`src/hw/rtl/sqad_ram.sv`:
```
`timescale 1ns / 1ps
// Generic single-port-write, single-port-read RAM with registered read data.
module sqad_ram #(
    parameter int WIDTH = 32,
    parameter int DEPTH = 64
) (
    input  logic                     clk,
    input  logic                     we,
    input  logic [$clog2(DEPTH)-1:0] waddr,
    input  logic [WIDTH-1:0]         wdata,
    input  logic                     re,
    input  logic [$clog2(DEPTH)-1:0] raddr,
    output logic [WIDTH-1:0]         rdata
);

    logic [WIDTH-1:0] mem [DEPTH];
    logic [WIDTH-1:0] rdata_reg;

    always_ff @(posedge clk)
    begin
        if (we)
            mem[waddr] <= wdata;
        if (re)
            rdata_reg <= mem[raddr];
    end

    assign rdata = rdata_reg;

endmodule

```
`config.mk`:
```
export PLATFORM = sky130hd
export DESIGN_NAME = sqad_ram
export DESIGN_NICKNAME = d
export VERILOG_FILES = /design/src/hw/rtl/sqad_ram.sv
export SDC_FILE = /design/constraint.sdc
export NUM_CORES = 2
export LEC_CHECK = 0
export ABC_AREA = 1
export BUFFER_PORTS_ARGS = -buffer_cell sky130_fd_sc_hd__buf_2
export CORE_MARGIN = 5
export CORE_UTILIZATION = 55
export CTS_CLUSTER_SIZE = 30
export DETAILED_ROUTE_END_ITERATION = 10
export PLACE_DENSITY = 0.74
export SYNTH_ARGS = -nofsm -noshare
export SYNTH_HDL_FRONTEND = slang
export SYNTH_SLANG_ARGS = --single-unit
```
`constraint.sdc`:
```
create_clock -name clk -period 4.6 [get_ports clk]
set_input_delay 0.23 -clock clk [delete_from_list [all_inputs] [get_ports clk]]
set_output_delay 0.23 -clock clk [all_outputs]
set_load 0.01 [all_outputs]
```
[After elaboration in Yosys (flattened, before gate mapping)]
Memory sizes are Yosys's and may differ from the RTL's. A register that Yosys moved wholly into a read port is not among the register bits.
Index checks and enable logic that the tools add are counted.
Storage, ports and cells
  memory bits (writable): 2048
  memories kept: 1
  register bits after elaboration: 0
  word-level logic and storage cells: 3
  output and inout bits: 32
  input port bits: 47
Cells by class
  mux-type cells: 2
Memory list
  mem: words 64, bits a word 32, read ports 1, clocked after Yosys merged registers in 1, wr ports 1, line 16  | logic [WIDTH-1:0] mem [DEPTH];
Operators by type and width (count)
  $mux W1: 2

[Depth between registers and ports, before layout]
  depth in word-level cells: 2
  gate-level depth with buffers: 13
  mapped depth without buffers: 9

[Least setup slack after synthesis]
Ideal clock, no wire load.
  kind: input-to-reg
  start point: in we
  end point: mem mem[48][0], enable pin
  library setup time: 502 ps
  stages: 3
  required time: 4098 ps
  slack: 240 ps
  arrival time: 3858 ps
  buffers on the path: 1
  path through: clkbuf_1 nand4_1 nor4_1
On the way
  word-level cells in the longest chain between the ends: 2
Ends and longest elaborated chain
  start, declared: line 8  | input logic we,
  $mux W1: line 21  | if (we)
  $mux W1 (implied by the code): line 22  | mem[waddr] <= wdata;
  end, declared: line 16
Every way passes these cells.

==> results.yml <==
synthesis:
  synth.area.top_cells: "edfxtp_1 (75%), nand3_1 (11%), nand2_1 (10%)"
  synth_cells: 6769
  netlist_area_mm2: 0.0831
  yosys.area.top_type: "edfxtp_1"
  synth_seq_area_share_pct: 75.2
  syn_nets: 6816
  syn_avg_cell_area_um2: 12.3
  synth_top_area_share_pct: 75.2
  ys_warn_count: 0
  synth.distinct_cells: 15
  ys_ff_latch: 2080
sta:
  layout_min_cycle_time_ns: 2.73
  fmax_mhz: 367
  slew-limit-headroom_pct: 8.64
  period_share_pct: 59.2
  fin_tns_setup_ns: 0
  finClkSkew_ns: 0.0524
  holdWs_ns: 0.0763
  setup_viol_count_final: 0
  timing.final.ws_setup_ns: 1.87
  tightest_slew_ns: 1.37
  hold_viol: 0
  drv_slew: 0
  rsz0062_at_grt: "false"
critical_path:
  cp-end-kind: "register"
  cpPeakStageDelay_ns: 0.50
  start_kind: "primary input"
  cpMaxStageDelayCell: "buf_12"
  rr_startpoint: "mem[55][8]"
  worst-path-max-fanout: 186
  worstPathArrival_ns: 3.27
  worst_r2r_path_depth: 8
  reg2reg_slack_ns: 2.60
  r2r_end: "rdata[8]"
  crit_chain: "buf_8 > inv_16 > buf_12 > nand2_1 > nand3_1 > nand3_1 > nand2_1 > nand2_1 > nand3_1 > nand3_1 > nand2_1"
  path_class: "primary input to register"
  required_ns: 5.15
floorplan:
  die_x_um: 399
  io_pins: 79
  dieArea_mm2: 0.159
  coreArea_mm2: 0.150
  die_y_um: 399
  initial_core_util_pct: 55.4
  fp-row-count: 142
drt:
  routed_wirelength_mm: 230
  first_pass_iters: 6
  drc_errors: 0
  drtIter0Drc: 8711
  ant_nets: 0
  viasPerCell: 6.19
  post_drt_wl_per_cell_um: 25.7
  dr_total_vias: 55362
hold_path:
  worstHoldStart: "wdata[30]"
  hold_end: "mem[61][30]"
  hp-class: "primary input to register"
  hold_path_depth: 2
clock_network:
  insertion_delay_ns: 0.84
  clk_path_buf_depth: 3
  cts_tree: "done"
  clk_pin_slew_worst_paths_ns: 0.06
  cts_sinks: 2080
  h-tree-depth: 4
  cts_buffers: 195
  clock-root-buffer: "clkbuf_16"
grt:
  antenna_found_initial: 17
  grt_pass1_wl_mm: 338
  gr-total-overflow: 0
  grt_max_degree: 187
  groute.usage.overall_pct: 28.6
  grt_pass1_vias: 52747
placed_design:
  hpwl_mm: 124
  gp_congestion: 0.865
  numPortBuffers: 78
  dp_slack_ns: 1.15
pwr:
  power.total_uw: 38900
  leakage_uw: 0.0322
  ir_drop_v: 0.000366
  power_density_mw_per_mm2: 423
flow_run:
  max_cap_viol_count: 0
layout:
  fin_util_pct: 61.3
  largest_register_ffs: 2048
  regArea_mm2: 0.0625
  multiInputGateArea_mm2: 0.0188
  synthToLayoutAreaGrowth_pct: 10.7
  final_net_count: 6815
  drive_gt1_share_pct: 8.36
  fillCellCount: 11069
run_status:
  status: "complete, no violations"
-- cell usage after synthesis (all sizes together) --
master  number
nand3     1907
nand2     2248
buf        372
clkbuf      77
nor2        56
edfxtp    2080
nor4         8
inv         12
nand4        9
-- area by class of cell --
cell class	instances	share of cell area [%]
flip-flops and latches	2080	67.9
multi-input cells	4228	20.4
diodes	9	0.0245
clock inverters	112	0.996
well taps	2016	2.74
repair buffers	251	2.27
clock buffers	242	5.57
inverters	12	0.0884
-- power breakdown --
part	switching [uW]	leakage [uW]	internal [uW]
sequential	76.2	0.0187	21000
clock	6820	0.00294	8550
combinational	1850	0.0105	564
-- worst max-delay path, delay by kind of cell --
kind / cells / cell delay (ns)
simple gates: 8 / 1.29
buf+inv: 3 / 1.19
-- layout by cell type, fill, tap and decap left out --
| cell type | Yosys | routed |
|---|---|---|
| buf_12 | 0 | 28 |
| buf_2 | 282 | 73 |
| buf_4 | 45 | 144 |
| buf_6 | 3 | 1 |
| buf_8 | 2 | 3 |
| bufinv_16 | 0 | 12 |
| clkbuf_1 | 77 | 44 |
| clkbuf_16 | 0 | 198 |
| clkinv_1 | 0 | 50 |
| clkinv_16 | 0 | 2 |
| clkinv_2 | 0 | 35 |
| clkinv_4 | 0 | 1 |
| clkinv_8 | 0 | 2 |
| clkinvlp_4 | 0 | 6 |
| diode_2 | 0 | 9 |
| dlygate4sd3_1 | 0 | 2 |
| edfxtp_1 | 2080 | 2080 |
| inv_1 | 9 | 6 |
| inv_16 | 0 | 2 |
| inv_2 | 2 | 2 |
| inv_6 | 0 | 4 |
| inv_8 | 0 | 2 |
| nand2_1 | 2248 | 2248 |
| nand3_1 | 1907 | 1907 |
| nand4_1 | 9 | 9 |
| nor2_4 | 0 | 56 |
| nor4_2 | 0 | 8 |
-- repair_timing --
action                                 CTS  global route
buffers inserted                         0             0
endpoints found under the hold margin   27             0
hold buffers                             2             0
gates resized for setup                  0             0
-- worst max-delay path by stage --
stage               slack (ns)      from          to  depth (start not counted)
finish                    1.87  raddr[0]    rdata[8]                         11
global placement          1.18  raddr[1]    rdata[8]                         11
CTS                       2.02  raddr[1]    rdata[8]                         11
global route              1.85  raddr[1]    rdata[8]                         11
detailed placement        1.15  raddr[1]    rdata[8]                         11
floorplan                 0.24        we  mem[48][0]                          3
-- layer usage --
metal | global-route usage [%] | vias up | wire length, um
li1 | - | 24157 | -
met1 | 40.1 | 26829 | 84600
met2 | 43.9 | 3825 | 106000
met3 | 6.75 | 543 | 30400
met4 | 11.4 | 8 | 8980
met5 | 0 | - | 60
-- per-stage QoR --
step | cells | cell area [um2]
5_1_grt | 8943 | 92000
6_report | 8950 | 92000
3_3_place_gp | 8585 | 85900
2_1_floorplan | 6769 | 83100
3_5_place_dp | 8585 | 85900
4_1_cts | 8941 | 92000
-- kinds of logic (layout without fill, tap and decap cells) --
logic type	after synthesis	in the layout	share of synthesized area (%)
simple gates	4228	4228	22.0
other cells	0	9	0
buf+inv	461	617	2.77
flops	2080	2080	75.2
(Power assumes the default switching activity.)
