--- src/hw/rtl/sqad_pkg.sv ---
`timescale 1ns / 1ps
// Shared constants, types, a saturation helper, a table-time divider and the 2^-x table of the attention decoder.
package sqad_pkg;

    localparam int HEAD_DIM   = 256;
    localparam int LANES      = 4;
    localparam int CHUNKS     = HEAD_DIM / LANES;
    localparam int MAX_TOKENS = 8192;
    localparam int EXP_DEPTH  = 256;

    localparam int ELEM_W   = 16;
    localparam int CHUNK_W  = 6;
    localparam int TOKIDX_W = 13;
    localparam int COUNT_W  = 14;
    localparam int SCORE_W  = 32;
    localparam int ACC_W    = 48;
    localparam int EXP_W    = 17;
    localparam int EIDX_W   = $clog2(EXP_DEPTH);

    localparam longint unsigned LN2_Q30   = 64'd744261118;
    localparam longint unsigned LOG2E_Q30 = 64'd1549082005;

    localparam logic [1:0] KIND_QUERY = 2'd0;
    localparam logic [1:0] KIND_KEY   = 2'd1;
    localparam logic [1:0] KIND_VALUE = 2'd2;

    localparam logic [1:0] PH_IDLE   = 2'd0;
    localparam logic [1:0] PH_KEYS   = 2'd1;
    localparam logic [1:0] PH_VALUES = 2'd2;

    typedef logic signed [ELEM_W-1:0] elem_t;
    typedef logic [EXP_W-1:0] exp_table_t [EXP_DEPTH];

    // Divider handshake between the controller and the reciprocal unit.
    typedef struct packed {
        logic        start;
        logic [31:0] divisor;
    } div_req_t;

    typedef struct packed {
        logic        done;
        logic [31:0] quotient;
    } div_rsp_t;

    function automatic logic signed [ACC_W-1:0] sat_acc(input logic signed [ACC_W:0] x);
        logic signed [ACC_W:0] hi;
        logic signed [ACC_W:0] lo;
        hi = {2'b00, {(ACC_W-1){1'b1}}};
        lo = {2'b11, {(ACC_W-1){1'b0}}};
        if (x > hi)
            return hi[ACC_W-1:0];
        else if (x < lo)
            return lo[ACC_W-1:0];
        else
            return x[ACC_W-1:0];
    endfunction

    // Shift-and-subtract division, used only while building constant tables.
    function automatic longint unsigned udiv64(input longint unsigned num,
                                               input longint unsigned den);
        longint unsigned quo;
        longint unsigned rem;
        quo = '0;
        rem = '0;
        for (int b = 63; b >= 0; b--)
        begin
            rem = {rem[62:0], num[b]};
            if (rem >= den)
            begin
                rem    = rem - den;
                quo[b] = 1'b1;
            end
        end
        return quo;
    endfunction

    // Entry i is round(2^16 * 2^(-i/EXP_DEPTH)), from a Q.30 Taylor series.
    function automatic exp_table_t build_exp_table();
        exp_table_t      tbl;
        longint unsigned iu;
        longint unsigned u;
        longint unsigned z;
        longint unsigned term;
        longint unsigned pos;
        longint unsigned neg;
        longint unsigned n;
        for (int i = 0; i < EXP_DEPTH; i++)
        begin
            iu   = longint'(i);
            u    = (iu << 30) >> EIDX_W;
            z    = (u * LN2_Q30 + (64'd1 << 29)) >> 30;
            term = 64'd1 << 30;
            pos  = 64'd1 << 30;
            neg  = 64'd0;
            for (n = 1; n <= 12; n++)
            begin
                term = udiv64((term * z) >> 30, n);
                if (n[0])
                    neg = neg + term;
                else
                    pos = pos + term;
            end
            tbl[i] = EXP_W'(((pos - neg) + (64'd1 << 13)) >> 14);
        end
        return tbl;
    endfunction

    localparam exp_table_t EXP_TABLE = build_exp_table();

endpackage

--- src/hw/rtl/sqad_recip.sv ---
`timescale 1ns / 1ps
// Bit-serial restoring divider for round(2^48 / sum), saturated to 32 bits.
module sqad_recip
    import sqad_pkg::*;
(
    input  logic     clk,
    input  logic     rst_n,
    input  div_req_t req,
    output div_rsp_t rsp
);

    localparam int NUM_W = 49;

    logic             busy_reg;
    logic             done_reg;
    logic [5:0]       cnt_reg;
    logic [NUM_W-1:0] num_reg;
    logic [31:0]      rem_reg;
    logic [31:0]      div_reg;
    logic [32:0]      rem_sh;
    logic             ge;
    logic [32:0]      rem_new;

    always_comb
    begin
        rem_sh  = {rem_reg, num_reg[NUM_W-1]};
        ge      = rem_sh >= {1'b0, div_reg};
        rem_new = ge ? rem_sh - {1'b0, div_reg} : rem_sh;
    end

    always_ff @(posedge clk or negedge rst_n)
    begin
        if (!rst_n) begin
            busy_reg <= 1'b0;
            done_reg <= 1'b0;
            cnt_reg  <= '0;
        end
        else begin
            done_reg <= 1'b0;
            if (req.start) begin
                busy_reg <= 1'b1;
                cnt_reg  <= 6'(NUM_W);
            end
            else if (busy_reg) begin
                cnt_reg <= cnt_reg - 6'd1;
                if (cnt_reg == 6'd1) begin
                    busy_reg <= 1'b0;
                    done_reg <= 1'b1;
                end
            end
        end
    end

    // Quotient bits shift in at the bottom as numerator bits leave the top.
    always_ff @(posedge clk)
    begin
        if (req.start) begin
            num_reg <= (NUM_W'(1) << 48) + NUM_W'(req.divisor >> 1);
            rem_reg <= '0;
            div_reg <= req.divisor;
        end
        else if (busy_reg) begin
            num_reg <= {num_reg[NUM_W-2:0], ge};
            rem_reg <= rem_new[31:0];
        end
    end

    assign rsp.done     = done_reg;
    assign rsp.quotient = (|num_reg[NUM_W-1:32]) ? 32'hFFFF_FFFF : num_reg[31:0];

endmodule
--- config.mk ---
export PLATFORM = sky130hd
export DESIGN_NAME = sqad_recip
export DESIGN_NICKNAME = d
export VERILOG_FILES = /design/src/hw/rtl/sqad_pkg.sv /design/src/hw/rtl/sqad_recip.sv
export SDC_FILE = /design/constraint.sdc
export NUM_CORES = 1
export LEC_CHECK = 0
export BUFFER_PORTS_ARGS = -buffer_cell sky130_fd_sc_hd__buf_2
export CAP_MARGIN = 10
export CORE_MARGIN = 4
export CORE_UTILIZATION = 45
export CTS_BUF_LIST = sky130_fd_sc_hd__clkbuf_4
export DETAILED_ROUTE_END_ITERATION = 16
export GPL_TIMING_DRIVEN = 1
export SKIP_CTS_REPAIR_TIMING = 1
export SLEW_MARGIN = 20
export SYNTH_ARGS = -nofsm -noshare
export SYNTH_HDL_FRONTEND = slang
export SYNTH_SLANG_ARGS = --single-unit
--- constraint.sdc ---
create_clock -name clk -period 2.8 [get_ports clk]
set_input_delay 0.42 -clock clk [delete_from_list [all_inputs] [get_ports clk]]
set_output_delay 0.42 -clock clk [all_outputs]
set_load 0.05 [all_outputs]
# After elaboration in Yosys (flattened, before gate mapping)
# Index checks and enable logic that the tools add are counted.
[totals]
reg_bits = 121
input_bits = 35
out_inout_bits = 33
[classes]
add_sub_neg = 3
muxes = 12
n_reduce_logical = 2
order_cmp = 1
n_eq_ne = 1
[op_table]
columns = ["cell", "n"]
rows = [
  ["two-way mux 49 bit", 2],
  ["two-way mux 32 bit", 2],
  ["adder 49 x 31 -> 49 bit (first input constant)", 1],
  ["greater-or-equal comparator 33 x 32 -> 1 bit", 1],
  ["subtractor 32 bit", 1],
  ["OR reduction 17 bit", 1],
  ["two-way mux 6 bit", 2],
  ["equality test 6 x 1 -> 1 bit (second input constant)", 1],
  ["two-way mux 1 bit", 6],
  ["subtractor 6 x 1 -> 6 bit (second input constant)", 1],
  ["nonzero test 2 bit", 1],
]

# Depth between registers and ports, before layout
# Gate-level depths: netlist (run 1).
[logic_depth]
word_depth = 4
depth_mapped = 13

# Worst setup path before layout (run 1)
# No wires, ideal clock.
[synth_path]
path_kind = "register to register"
from = "register div_reg[1]"
to = "register rem_reg[6]"
period_less_slack_ns = 2.542
setup_slack_ns = 0.258
arrival_ns = 2.404
path_stages_with_launch = 13
cell_sequence = "edfxtp_1 inv_1 ha_1 nor2b_1 o2111ai_1 and4_1 or3_1 nand4b_1 a211oi_4 buf_2 nor2_1 a21oi_1 a211oi_1"
[synth_between]
elab_chain_cells = 2
word_cells_on_any_way = 3
[synth_lines]
columns = ["item", "line_no", "text"]
rows = [
  ["start, declared", "sqad_recip.sv:19", "logic [31:0] div_reg;"],
  ["start signal, assigned", "sqad_recip.sv:60", "div_reg <= req.divisor;"],
  ["subtractor 32 bit / greater-or-equal comparator 33 x 32 -> 1 bit (equally long branches)", "sqad_recip.sv:28, sqad_recip.sv:27", ""],
  ["two-way mux 32 bit *", "sqad_recip.sv:28", "rem_new = ge ? rem_sh - {1'b0, div_reg} : rem_sh;"],
  ["end signal, assigned", "sqad_recip.sv:64", "rem_reg <= rem_new[31:0];"],
  ["end, declared", "sqad_recip.sv:18", "logic [31:0] rem_reg;"],
]
# Every way passes the cells marked *; elsewhere a longest branch is shown, timed or not.
# A chain may end at the register's enable or synchronous reset.

# Worst setup path after layout (run 1)
[layout_path]
from = "register num_reg[48]"
to = "register rem_reg[30]"
[layout_between]
elab_chain_cells = 2
word_cells_on_any_way = 3
[layout_lines]
columns = ["item", "line_no", "text"]
rows = [
  ["start, declared", "sqad_recip.sv:17", "logic [NUM_W-1:0] num_reg;"],
  ["start signal, assigned", "sqad_recip.sv:58", "num_reg <= (NUM_W'(1) << 48) + NUM_W'(req.divisor >> 1);"],
  ["start signal, assigned", "sqad_recip.sv:63", "num_reg <= {num_reg[NUM_W-2:0], ge};"],
  ["subtractor 32 bit / greater-or-equal comparator 33 x 32 -> 1 bit (equally long branches)", "sqad_recip.sv:28, sqad_recip.sv:27", ""],
  ["two-way mux 32 bit *", "sqad_recip.sv:28", ""],
]
# Marked as above.

==> results of run 1 <==
placed cells by master, fill, tap and decap left out, types with 10 or more instances in the layout:
cell / synthesis / layout
nand2b_1: 39 / 23
xor2_1: 15 / 15
inv_1: 42 / 40
ha_1: 34 / 21
nor2_1: 60 / 59
nand3_1: 10 / 10
clkbuf_4: 0 / 17
nand2b_4: 0 / 16
dfxtp_1: 32 / 32
xnor2_1: 16 / 16
edfxtp_1: 81 / 81
nand2_1: 36 / 35
ha_4: 0 / 10
buf_6: 1 / 24
mux2_2: 30 / 30
nor2b_1: 23 / 21
a21o_1: 12 / 12
a211oi_1: 20 / 17
a21oi_1: 47 / 40
buf_2: 8 / 43
buf_4: 2 / 57
o21ai_0: 31 / 25
power breakdown:
group	total (uW)	internal, uW	switching, uW
combinational	929	393	536
sequential	2070	2020	55.4
clock	1380	636	742
total	4380	3050	1330
layout make-up:
type / instances / area, um2
inverter: 42 / 157.7
timing repair buffer: 132 / 1069
clock buffer: 17 / 127.6
tap: 184 / 230.2
fill: 1204 / 5962
clock inverter: 15 / 190.2
multi-input combinational: 467 / 3635
sequential: 121 / 3273
worst max-delay path: cells and delay by family, from the launching register on:
family | cells | cell delay, ns
compound gates | 6 | 1.08
fa+ha+maj | 2 | 0.36
buf+inv | 3 | 0.39
flops | 1 | 0.43
mux | 1 | 0.26
simple gates | 2 | 0.12
kinds of logic after synthesis:
logic type,Yosys count,share of synthesized area (%)
muxes,38,6.177
DFF,121,48.38
xor gates and xnor gates,31,4.013
AOI/OAI and AO/OA,157,14.96
and+or+nand+nor,206,15.41
buffers and inverters,74,4.476
adders and majority gates,35,6.584
worst paths after layout:
kind / start / end / depth (start not counted)
setup reg to reg: num_reg[48] / rem_reg[30] / 14
min in group asynchronous: rst_n / cnt_reg[1] / 2
max in group asynchronous: rst_n / cnt_reg[0] / 2
setup / recovery: num_reg[48] / rem_reg[30] / 14
hold / removal: req[20] / div_reg[20] / 1
hold reg to reg: rem_reg[25] / rem_reg[25] / 2
metrics by stage:
step	util, %	worst slack, ns	std cells	hold WS [ns]	total power (uW)
4_1_cts	54.27	-0.2676	966	-0.3394	4217
6_report	59.29	0.06849	978	0.05424	4381
3_3_place_gp	52.10	-0.1417	934	0.2820	2826
2_1_floorplan	-	0.2585	662	0.1244	2589
3_5_place_dp	52.10	-0.2408	934	0.2880	2836
5_1_grt	59.29	-0.1004	978	0.0005962	4574
synthesized netlist by cell type, types with 4 or more instances:
master	instances
a211oi_1	20
a21o_1	12
a21oi_1	47
a22oi_1	4
a31oi_1	7
a32oi_1	4
and2_1	4
and3_1	5
buf_2	8
clkbuf_1	20
dfrtp_1	8
dfxtp_1	32
edfxtp_1	81
ha_1	34
inv_1	42
mux2_2	30
mux2i_1	8
nand2_1	36
nand2b_1	39
nand3_1	10
nand4_1	8
nor2_1	60
nor2b_1	23
nor3_1	7
nor4_1	6
o21a_1	5
o21ai_0	31
o21bai_1	4
xnor2_1	16
xor2_1	15
per-layer routing:
layer | share of wire [%] | vias to the layer above | wire length, um | global-route usage, %
met4 | 3.1 | 0 | 561 | 8.469
li1 | - | 2619 | - | -
met3 | 4.6 | 42 | 816 | 4.431
met5 | 0 | - | 0 | 0
met1 | 46 | 2599 | 8173 | 28.75
met2 | 47 | 176 | 8349 | 30.35
==> run_results.csv, run 1 <==
group,metric,value,unit
run_status,status,"complete, no violations",
timing,fin_crit_sh,97.55,%
global_route,grt-ovfl-total,0,
die,dieArea,0.01706,mm2
setup_path,r2r_slack,0.07,ns
die,core,0.01464,mm2
setup_path,path_class,"reg2reg",
detailed_routing,dr.pass1.iters,5,
detailed_routing,viasPerCell,5.558,
timing,final.setup.tns,0,ns
die,die_h,130.6,um
setup_path,worstPathMaxFanout,4,
setup_path,crit_arrival,3.19,ns
timing,rsz0062_at_grt,"true",
clock_tree,cts_tree,"done",
global_route,grtUsageTotal,20.34,%
finish,nNetsFinal,851,
timing,timing.final.max_slew_violations,0,
setup_path,end_kind,"register",
job,drv_cap,0,
setup_path,startpoint_type,"register",
finish,drive_gt1_share,33.00,%
synth,avgSynthCellArea,10.22,um2
clock_tree,clock_tree.buffer_depth,2,
synth,syn_area,0.006765,mm2
die,io_pins,68,
timing,fin_crit,2.732,ns
clock_tree,htreeDepth,4,
pwr,ir_worst_vdd,0.3561,mV
placement,gp_congestion,0.9378,
detailed_routing,wl_per_cell,18.30,um
die,initial_core_util,46.20,%
setup_path,required,3.26,ns
timing,worst_pin_slew,0.5539,ns
finish,antenna_cells,0,
finish,area_delta_synth_final,28.33,%
finish,fin_area,0.008682,mm2
global_route,grt_pass1_wl,27100,um
detailed_routing,ant_nets,0,
synth,synthCells,662,
synth,post-synth-top-area-cell,"edfxtp_1",
pwr,p_leak,0.003664,uW
pwr,p_per_area,504.5,mW/mm2
die,rows,44,
die,die_w,130.6,um
clock_tree,root_buffer,"clkbuf_4",
synth,synth_cell_types,57,
detailed_routing,initialDrtViolationCount,454,
placement,place_area,0.007630,mm2
synth,ys_seq_area_share,48.38,%
synth,synth_area_leaders,"edfxtp_1 36%, dfxtp_1 9.5%, ha_1 6.3%, mux2_2 5.0%, nand2b_1 3.6%",
synth,synth_edf_count,81,
clock_tree,clkTransAtPathRegs,0.13,ns
synth,synth_top_cell_area_share,35.95,%
setup_path,cp_slowest_cell,"edfxtp_1",
setup_path,slowest_delay,0.43,ns
clock_tree,numCtsBuffers,17,
timing,fin_worst_skew,0.02846,ns
synth,async_reset_ff_share,6.612,%
timing,hold_viol,0,
placement,port-buffer-count,67,
global_route,antenna_found_initial,0,
global_route,grt_pass1_vias,5287,
synth,dominantRegCellSynth,"edfxtp_1",
placement,place.detailed.hpwl,12390,um
detailed_routing,drc,0,
timing,fmaxAchievable,366.1,MHz
finish,largest_register_ffs,49,
clock_tree,clock_latency,0.56,ns
synth,syn-num-nets,732,
setup_path,crit_chain,"buf_4 > inv_1 > ha_4 > fa_2 > nor2b_2 > o31a_1 > o22ai_4 > o21ai_1 > a21oi_2 > o21ai_0 > buf_4 > a31oi_2 > mux2i_1 > nand2_1",
synth,synth_warnings,0,
clock_tree,cts_sinks,121,
global_route,grt_max_degree,76,
detailed_routing,num_vias,5436,
detailed_routing,routed_wl,17900,um
timing,setup_viol,0,
timing,slew_headroom,63.02,%
synth,ys_ff_latch,121,
setup_path,path_common_cell,"buf_4",
min_path,hold_class,"in2reg",
No activity file was read; power rests on OpenSTA's default activity.
==> run 2, diff against run 1 <==
CORE_UTILIZATION = 30   (was 45)
==> run 2 against run 1 <==
The run now ends with setup timing left. Critical endpoint is now rsp[12]. Die area grew 47%. Cell count increased by 9.2%. Via count fell by 3.8%. Cell area down 0.14%. Sequential cell count stayed put. Hold slack got worse by 0.011 ns. Largest power group unchanged. Sequential power barely moved. Routed wire length decreased by 5.0%. Global-route usage is 7.0 points lower. Setup slack lost 0.093 ns. Clock power shrank 7%. Fmax fell by 3.3%.
==> run_results.csv, run 2 (synthesized netlist as in run 1, its figures left out) <==
group,metric,value,unit
run_status,status,"finished, violations left",
run_status,violations,"setup timing",
setup_path,setup.worst_path.start,"num_reg[35]",
die,core,0.02203,mm2
detailed_routing,initialDrtViolationCount,254,
detailed_routing,ant_nets,0,
placement,port-buffer-count,67,
setup_path,crit_arrival,2.40,ns
timing,fin_worst_skew,0.03251,ns
detailed_routing,dr.pass1.iters,5,
job,drv_cap,0,
timing,rsz0062_at_grt,"true",
die,io_pins,68,
clock_tree,cts_tree,"done",
setup_path,startpoint_type,"register",
finish,fin_area,0.008670,mm2
timing,fin_ws,-0.02447,ns
setup_path,required,2.38,ns
setup_path,end_kind,"output port",
global_route,grt_max_degree,53,
detailed_routing,num_vias,5231,
timing,worst_pin_slew,0.7086,ns
timing,timing.final.max_slew_violations,0,
timing,fin_crit,2.824,ns
clock_tree,root_buffer,"clkbuf_4",
timing,setup_viol,16,
timing,whs,0.04331,ns
die,initial_core_util,30.71,%
pwr,p_per_area,489.7,mW/mm2
global_route,antenna_found_initial,2,
finish,nNetsFinal,844,
finish,layout_common_cells,"81 x edfxtp_1, 60 x nor2_1, 50 x buf_4, 42 x a21oi_1, 39 x inv_1",
timing,slew_headroom,52.76,%
clock_tree,numCtsBuffers,17,
placement,place.detailed.hpwl,11810,um
global_route,grtUsageTotal,13.32,%
die,die_w,158.2,um
pwr,finalPower,4245,uW
clock_tree,clock_tree.buffer_depth,2,
finish,largest_register_ffs,49,
finish,final_common_cell,"edfxtp_1",
detailed_routing,viasPerCell,4.898,
setup_path,path_class,"reg2out",
clock_tree,clock_latency,0.56,ns
timing,hold_viol,0,
global_route,grt-ovfl-total,0,
min_path,hold_path_startpoint,"req[0]",
pwr,p_leak,0.003605,uW
finish,drive_gt1_share,30.50,%
setup_path,worstPathMaxFanout,6,
placement,gp_congestion,0.9101,
pwr,ir_worst_vdd,0.3963,mV
detailed_routing,drc,0,
finish,area_delta_synth_final,28.15,%
setup_path,reg2reg_from,"div_reg[6]",
timing,fmaxAchievable,354.0,MHz
die,dieArea,0.02502,mm2
timing,fin_crit_sh,100.9,%
die,rows,54,
detailed_routing,wl_per_cell,15.92,um
clock_tree,clkTransAtPathRegs,0.15,ns
die,die_h,158.2,um
finish,fin_util,39.36,%
timing,final.setup.tns,-0.2294,ns
detailed_routing,routed_wl,17000,um
global_route,grt_pass1_wl,26270,um
clock_tree,htreeDepth,4,
min_path,hold_class,"in2reg",
placement,place_area,0.007717,mm2
clock_tree,cts_sinks,121,
global_route,grt_pass1_vias,5097,
finish,fill_cells,2147,
-- run 2: cell count changes in the layout (fill, tap and decap cells not counted), moves of 3 or more --
| cell | before | now |
|---|---|---|
| buf_2 | 43 | 34 |
| nand2b_1 | 23 | 31 |
| nand2b_4 | 16 | 8 |
| buf_4 | 57 | 50 |
| buf_6 | 24 | 30 |
| ha_2 | 3 | 8 |
| o21ai_0 | 25 | 30 |
| o21ai_1 | 7 | 2 |
| a21oi_2 | 8 | 5 |
| a31oi_1 | 4 | 7 |
| a31oi_2 | 3 | 0 |
| clkinvlp_4 | 3 | 0 |
| ha_4 | 10 | 7 |
| inv_8 | 1 | 4 |
-- run 2: worst paths after layout --
| check | to | slack [ns] | cells after the start |
|---|---|---|---|
| setup / recovery | rsp[12] | -0.02 | 7 |
| hold / removal | div_reg[0] | 0.04 | 1 |
| setup reg to reg | rem_reg[19] | 0.10 | 13 |
| hold reg to reg | rem_reg[28] | 0.51 | 2 |
| max in group asynchronous | cnt_reg[3] | 2.32 | 2 |
| min in group asynchronous | cnt_reg[4] | 0.28 | 2 |
-- run 2: routing by layer --
layer	GRT usage (%)	wire, um
met5	0	8
met4	4.590	228
met3	3.089	660
met2	22.18	8387
met1	17.04	7715
-- run 2: critical path, cell delays in order, from the launching register on --
cell,delay (ns)
edfxtp_1,0.46
nor4_4,0.31
nand4_1,0.19
nor4_4,0.29
buf_6,0.18
clkbuf_16,0.19
nand2b_4,0.06
buf_6,0.15
-- run 2: final cells by class --
type | count | area (um2) | area share [%]
Multi-Input combinational cell | 467 | 3520 | 40.60
Sequential cell | 121 | 3273 | 37.75
Timing Repair Buffer | 125 | 1084 | 12.50
Tap cell | 280 | 350.3 | 4.041
Inverter | 42 | 157.7 | 1.818
Clock inverter | 15 | 155.1 | 1.790
Clock buffer | 17 | 127.6 | 1.472
Antenna cell | 1 | 2.502 | 0.02886
-- run 2: report_power, final --
part,internal (uW),total (uW),switching (uW)
Sequential,2020,2070,52.1
Clock,478,1290,813
Combinational,375,885,510
Total,2870,4250,1370
-- run 2: through the flow --
step,worst slack [ns],std cells
after floorplan,0.2585,662
after global placement,0.005524,1024
after detailed placement,-0.06333,1024
after CTS,-0.2219,1056
after global routing,-0.2224,1068
final,-0.02447,1068
